$ cat src/rtl/bpsm_pkg.sv
`timescale 1ns / 1ps
// ----------------------------------------------------------------------------
// bpsm_pkg
// Shared types, widths and constants of the block-wise PSNR/SNR meter.
// ----------------------------------------------------------------------------
package bpsm_pkg;

  localparam int SAMPLE_BITS_DEF = 16;
  localparam int COUNT_BITS_DEF  = 32;
  localparam int FRAC_BITS_DEF   = 8;

  localparam int SMP_W   = 16;
  localparam int SQ_W    = 2 * SMP_W;
  localparam int SUM_W   = 63;
  localparam int BLK_W   = 25;
  localparam int BNUM_W  = 20;
  localparam int CNT_O_W = 32;
  localparam int MSE_W   = 40;
  localparam int RMSE_W  = 24;
  localparam int DB_W    = 17;
  localparam int PEAK_W  = 16;

  localparam int CFG_IDX_W  = 2;
  localparam int CFG_DATA_W = 25;

  localparam int LOG_FRAC = 24;
  localparam int LOG_W    = 6 + LOG_FRAC;
  localparam int COEF_W   = 30;
  localparam logic [COEF_W-1:0] DB_COEF = 30'd808071242;

  localparam logic [PEAK_W-1:0] PEAK_RST = 16'd255;
  localparam logic [BLK_W-1:0]  BLEN_RST = 25'd152064;

  typedef enum logic [CFG_IDX_W-1:0] {
    CFG_PEAK = 2'd0,
    CFG_BLEN = 2'd1,
    CFG_WIDE = 2'd2
  } cfg_reg_t;

  typedef enum logic [1:0] {
    LOG_EE  = 2'd0,
    LOG_ER  = 2'd1,
    LOG_P2  = 2'd2,
    LOG_CNT = 2'd3
  } log_sel_t;

  typedef enum logic {
    DB_SNR  = 1'b0,
    DB_PSNR = 1'b1
  } db_sel_t;

  typedef enum logic [3:0] {
    S_IDLE, S_ACC, S_ENDB, S_TOT, S_RUN, S_DIV, S_SQRT, S_LOG, S_DB, S_LOAD
  } ctrl_state_t;

  typedef struct packed {
    logic     load_smp;
    logic     acc;
    logic     snap_blk;
    logic     snap_tot;
    logic     div_start;
    logic     sqrt_start;
    logic     log_start;
    log_sel_t log_sel;
    logic     db_start;
    db_sel_t  db_sel;
    logic     out_load;
  } dp_cmd_t;

  typedef struct packed {
    logic close;
    logic blk_nonempty;
    logic div_done;
    logic sqrt_done;
    logic log_done;
    logic db_done;
    logic out_free;
  } dp_stat_t;

endpackage

$ cat src/rtl/bpsm_ctrl.sv
`timescale 1ns / 1ps
// ----------------------------------------------------------------------------
// bpsm_ctrl
// Sequencer: takes items, closes blocks and steps the report units in turn.
// ----------------------------------------------------------------------------
module bpsm_ctrl import bpsm_pkg::*; (
  input  logic     clk,
  input  logic     rst_n,
  input  logic     in_valid,
  input  logic     in_stream_end,
  output logic     in_stall,
  output dp_cmd_t  cmd,
  input  dp_stat_t stat
);

  ctrl_state_t state_r, state_nxt;
  log_sel_t    lsel_r, lsel_nxt;
  db_sel_t     dsel_r, dsel_nxt;
  logic        pend_r, pend_nxt;

  always_ff @(posedge clk) begin
    if (!rst_n) begin
      state_r <= S_IDLE;
      lsel_r  <= LOG_EE;
      dsel_r  <= DB_SNR;
      pend_r  <= 1'b0;
    end else begin
      state_r <= state_nxt;
      lsel_r  <= lsel_nxt;
      dsel_r  <= dsel_nxt;
      pend_r  <= pend_nxt;
    end
  end

  always_comb begin
    state_nxt = state_r;
    lsel_nxt  = lsel_r;
    dsel_nxt  = dsel_r;
    pend_nxt  = pend_r;
    cmd       = '0;
    in_stall  = (state_r != S_IDLE);
    case (state_r)
      S_IDLE: begin
        if (in_valid) begin
          if (in_stream_end) begin
            state_nxt = S_ENDB;
          end else begin
            cmd.load_smp = 1'b1;
            state_nxt    = S_ACC;
          end
        end
      end
      S_ACC: begin
        cmd.acc   = 1'b1;
        pend_nxt  = 1'b0;
        state_nxt = stat.close ? S_RUN : S_IDLE;
      end
      S_ENDB: begin
        if (stat.blk_nonempty) begin
          cmd.snap_blk = 1'b1;
          pend_nxt     = 1'b1;
        end else begin
          cmd.snap_tot = 1'b1;
          pend_nxt     = 1'b0;
        end
        state_nxt = S_RUN;
      end
      S_TOT: begin
        cmd.snap_tot = 1'b1;
        pend_nxt     = 1'b0;
        state_nxt    = S_RUN;
      end
      S_RUN: begin
        cmd.div_start = 1'b1;
        state_nxt     = S_DIV;
      end
      S_DIV: begin
        if (stat.div_done) begin
          cmd.sqrt_start = 1'b1;
          state_nxt      = S_SQRT;
        end
      end
      S_SQRT: begin
        if (stat.sqrt_done) begin
          cmd.log_start = 1'b1;
          cmd.log_sel   = LOG_EE;
          lsel_nxt      = LOG_EE;
          state_nxt     = S_LOG;
        end
      end
      S_LOG: begin
        if (stat.log_done) begin
          if (lsel_r == LOG_CNT) begin
            cmd.db_start = 1'b1;
            cmd.db_sel   = DB_SNR;
            dsel_nxt     = DB_SNR;
            state_nxt    = S_DB;
          end else begin
            lsel_nxt      = log_sel_t'(lsel_r + 2'd1);
            cmd.log_start = 1'b1;
            cmd.log_sel   = lsel_nxt;
          end
        end
      end
      S_DB: begin
        if (stat.db_done) begin
          if (dsel_r == DB_PSNR) begin
            state_nxt = S_LOAD;
          end else begin
            cmd.db_start = 1'b1;
            cmd.db_sel   = DB_PSNR;
            dsel_nxt     = DB_PSNR;
          end
        end
      end
      S_LOAD: begin
        if (stat.out_free) begin
          cmd.out_load = 1'b1;
          state_nxt    = pend_r ? S_TOT : S_IDLE;
        end
      end
      default: state_nxt = S_IDLE;
    endcase
  end

endmodule

$ cat config.mk
export PLATFORM = sky130hd
export DESIGN_NAME = bpsm_ctrl
export DESIGN_NICKNAME = d
export VERILOG_FILES = /design/src/rtl/bpsm_pkg.sv /design/src/rtl/bpsm_ctrl.sv
export SDC_FILE = /design/constraint.sdc
export NUM_CORES = 1
export LEC_CHECK = 0
export BUFFER_PORTS_ARGS = -buffer_cell sky130_fd_sc_hd__clkbuf_2
export CORE_MARGIN = 4
export CORE_UTILIZATION = 48
export DETAILED_ROUTE_END_ITERATION = 8
export PLACE_DENSITY_LB_ADDON = 0.25
export REMOVE_ABC_BUFFERS = 1
export SYNTH_ARGS = -nofsm -noshare
export SYNTH_HDL_FRONTEND = slang
export SYNTH_SLANG_ARGS = --single-unit
$ cat constraint.sdc
create_clock -name clk -period 2.07 [get_ports clk]
set_input_delay 0 -clock clk [delete_from_list [all_inputs] [get_ports clk]]
set_output_delay 0 -clock clk [all_outputs]
set_load 0.02 [all_outputs]
# == Yosys cells after proc, flatten, opt, wreduce, memory -nomap -nowiden ==
# Cells that the tools add are included.
# totals
latch_bits,0
reg_bits,8
n_memories,0
output_inout_bits,13
mem_bits_rw,0
romBits,0
elab_cells,76
# op_classes
n_reduce_logical,10
mux,42
div,0
n_eq_ne,19
order_cmp,0
mul,0
bitwise_logic,0
addsub,1
shifts,0
# ops
operator,n
$pmux W4 S9,1
$mux W4,8
$ne A2 B2 Y1 const B,9
$eq A4 B3 Y1 const B,4
$mux W2,8
$mux W1,15
$mux W3,3
$eq A4 B2 Y1 const B,2
$eq A4 B4 Y1 const B,2
$pmux W2 S2,2
$reduce_and A4 Y1,2
$reduce_and A8 Y1,1
$pmux W1 S2,3
$pmux W3 S2,1
$reduce_bool A2 Y1,3
$mux W5,1
$eq A4 B1 Y1 const B,1
$logic_not A4 Y1,1
$reduce_bool A4 Y1,1
$reduce_or A2 Y1,2
$add A2 B1 Y2 const B,1
$eq A2 B2 Y1 const B,1

# == Depth between registers and ports, before layout ==
# logic_depth
depth_word,4
ltp_mapped,6
mapped_depth_nobuf,5

# == Least setup slack after synthesis ==
# Ideal clock, no wire load.
# synth_timing
path_type,register -> output
start,reg state_r[2]
end,out cmd[2] (netlist bit)
path_stages_with_launch,5
t_arrival_ns,1.795
path_slack_ns,0.275
path_buffers,1
path_cell_list,dfxtp_1 -> buf_6 -> or4b_4 -> nor3b_1 -> nand2b_1
# synth_rtl
item,line_no,source
from (decl),bpsm_ctrl.sv:16,"ctrl_state_t state_r, state_nxt;"
from (signal assigned),bpsm_ctrl.sv:28,state_r <= state_nxt;
to (decl),bpsm_ctrl.sv:12,"output dp_cmd_t cmd,"

==> run_results.csv <==
group,metric,value,unit
placed_design,dp_hpwl,1330,um
clocking,clk_root_buffer_cell,"clkbuf_4",
clocking,postCtsSetupBuffers,0,
floorplanning,start_util,0.539,
setup_path,required,2.07,ns
routing,drcViolationCount,0,
setup_path,slowest_stage,"or4b_4",
layout,drive_gt1_frac,0.262,
clocking,cts_sinks,8,
logic_synthesis,synth_top_area_cell,"dfxtp_1",
power_and_ir_drop,swShare,0.485,
logic_synthesis,synth_cells,101,
layout,final_cells,137,
logic_synthesis,syn_avg_cell_area,7.38,um2
setup_path,cp-end-kind,"output pin",
global_route,grt_max_degree,20,
timing,max_freq,532,MHz
timing,rsz0062_at_grt,"no",
power_and_ir_drop,pwr-share-comb,0.581,
floorplanning,die_w,47.4,um
routing,drt-total-wl,1740,um
global_route,grt_pass1_wl,2750,um
power_and_ir_drop,p_int,0.484,mW
global_route,antenna_found_initial,0,
setup_path,arrival,1.88,ns
placed_design,numPlacedInstances,134,
setup_path,path_cells,"or4b_4 > nor3b_1 > nand2b_1 > clkbuf_2",
timing,fin_setup_tns,0,ns
global_route,grt-ovfl-total,0,
floorplanning,core_area,0.00138,mm2
clocking,clk_latency,0.26,ns
logic_synthesis,synthDistinctLibCells,38,
power_and_ir_drop,clkPwrFrac,0.131,
timing,hold_viol_final,0,
routing,vias,800,
setup_path,max_stage_delay,0.60,ns
clocking,cts_resized,0,
timing,fin_skew,0.00471,ns
setup_path,r2r_start,"state_r[1]",
routing,drt_first_pass_iters,4,
logic_synthesis,seq_area_frac_synth,0.215,
layout,antenna_cells,0,
setup_path,crit_type,"reg2out",
power_and_ir_drop,ir_drop,0.572,mV
min_path,min_to,"state_r[3]",
logic_synthesis,synth-seq-cells,8,
logic_synthesis,synth_area,746,um2
power_and_ir_drop,p_per_area,1070,mW/mm2
flow_run,maxCapViolCount,0,
timing,fin_crit,1.88,ns
logic_synthesis,synthTopCellsByArea,"dfxtp_1 21%, mux2i_1 6.7%, o21ai_0 5.4%, nor3b_1 5.0%, nor3_1 4.7%",
clocking,cts_tree,"done",
global_route,grt_pass1_vias,656,
timing,slew_headroom,0.650,
clocking,clockBufferDepth,2,
min_path,min_from,"rst_n",
layout,post-route-util,0.635,
timing,tightestPinTransition,0.524,ns
clocking,cts_hold_buf,0,
min_path,worstHoldPathCells,3,
timing,min_period_over_period,0.909,
setup_path,r2r_slack,0.34,ns
timing,finalMaxSlewViolations,0,
run_status,status,"finished, final reports clean",
floorplanning,rows,13,
power_and_ir_drop,leakagePower,0.379,nW
power_and_ir_drop,seqPwrFrac,0.288,
timing,finalSetupViolCount,0,
floorplanning,io_pins,24,
floorplanning,die-area,0.00225,mm2
placed_design,port_buffers,23,
setup_path,timing.rr.end,"state_r[2]",
placed_design,gp_congestion,0.828,
logic_synthesis,synth_top_area_share,0.215,
power_and_ir_drop,switchingPower,0.456,mW
timing,hold-worst-slack,0.0432,ns
layout,nets,136,
clocking,cts_htree_levels,1,
layout,fillerInstances,141,
clocking,cts_buffers,3,
setup_path,worstRegToRegCells,4,
min_path,hp-class,"in2reg",
layout,area_growth,17.8,%
routing,wl_per_cell,12.7,um
power_and_ir_drop,power.total,0.940,mW
global_route,grt_usage,0.178,
floorplanning,die_height,47.4,um
routing,postRouteAntennaNets,0,
setup_path,crit_fanout,17,
routing,routed_via_density,5.84,
clocking,clk_pin_slew,0.05,ns
routing,initialDrtViolationCount,17,
logic_synthesis,synth_warnings,0,
setup_path,worstSetupStartpointType,"register",
[area by class of cell]
cell class	count	area (um2)	area share
multi-input cells	79	520	0.593
flip-flops and latches	8	160	0.182
inverters	7	26.3	0.0299
well taps	15	18.8	0.0214
clock buffers	3	22.5	0.0256
repair buffers	25	130	0.148
[worst max-delay path, delay by kind of cell (launching register included)]
family | cells | cell delay (ns)
buffers and inverters | 1 | 0.16
DFF | 1 | 0.47
and+or+nand+nor | 3 | 1.00
[sequential cells by signal (all words and copies together), names as in the netlist]
name / flops
dsel_r: 1
pend_r: 1
state_r: 4
lsel_r: 2
[cells in the final DEF (no fill, tap or decap), drive strengths merged, types with 2 or more instances in the layout]
cell,count
clkbuf,26
nand2,9
o21ai,8
dfxtp,8
nor3,7
inv,7
a21oi,6
nor3b,5
mux2i,5
nand2b,4
nor2,4
nor2b,3
nand3,3
or3,2
nand3b,2
a31oi,2
a22oi,2
buf,2
and3,2
a311oi,2
[power by group through the flow]
stage          registers, mW  clock network [mW]  logic, mW
4_1_cts                0.269               0.126      0.546
3_5_place_dp           0.272                   0      0.543
2_1_floorplan          0.283                   0      0.374
5_1_grt                0.279               0.133      0.598
6_report               0.270               0.123      0.546
3_3_place_gp           0.267                   0      0.538
[logic make-up (layout without fill, tap and decap cells)]
logic type,count (synthesis),after routing,synth area share
flops,8,8,0.215
mux,5,5,0.0671
simple gates,48,48,0.386
compound gates,25,25,0.228
fa+ha+maj,1,1,0.0168
buf+inv,14,35,0.0872
[how the worst max path moves through the flow]
stage                     from          to  slack, ns  cells after the start
detailed placement  state_r[1]  state_r[0]       0.35                      4
floorplan           state_r[0]      cmd[2]       0.14                      3
global route        state_r[1]      cmd[2]       0.10                      4
CTS                 state_r[1]      cmd[2]       0.17                      4
finish              state_r[1]      cmd[2]       0.19                      4
global placement    state_r[1]  state_r[0]       0.40                      4
[layer usage]
metal	wire length, um	global-route usage	part of all wire
met1	799	0.214	0.46
met2	772	0.278	0.44
met3	122	0.0226	0.070
met4	49	0.149	0.028
met5	0	0	0
[cell usage after synthesis (all sizes together)]
cell	number
nand3b	2
o22a	1
or2b	1
nor3	7
or4b	1
o22ai	1
o32a	1
mux2i	5
clkbuf	3
and4b	1
nor2b	3
and3b	1
nor3b	5
a211oi	1
or4	1
a21o	1
nor2	4
or3	2
a31oi	2
a22oi	2
ha	1
nand3	3
a311oi	2
and3	2
nand4b	1
buf	4
nand2	9
o21ai	8
a21oi	6
dfxtp	8
nand2b	4
inv	7
and2	1
[stage by stage]
stage / instance area (um2) / setup WS (ns)
after CTS: 878 / 0.173
final: 878 / 0.189
after global placement: 856 / 0.400
after floorplan: 707 / 0.137
after detailed placement: 856 / 0.353
after global routing: 878 / 0.103
(Power assumes the default switching activity.)
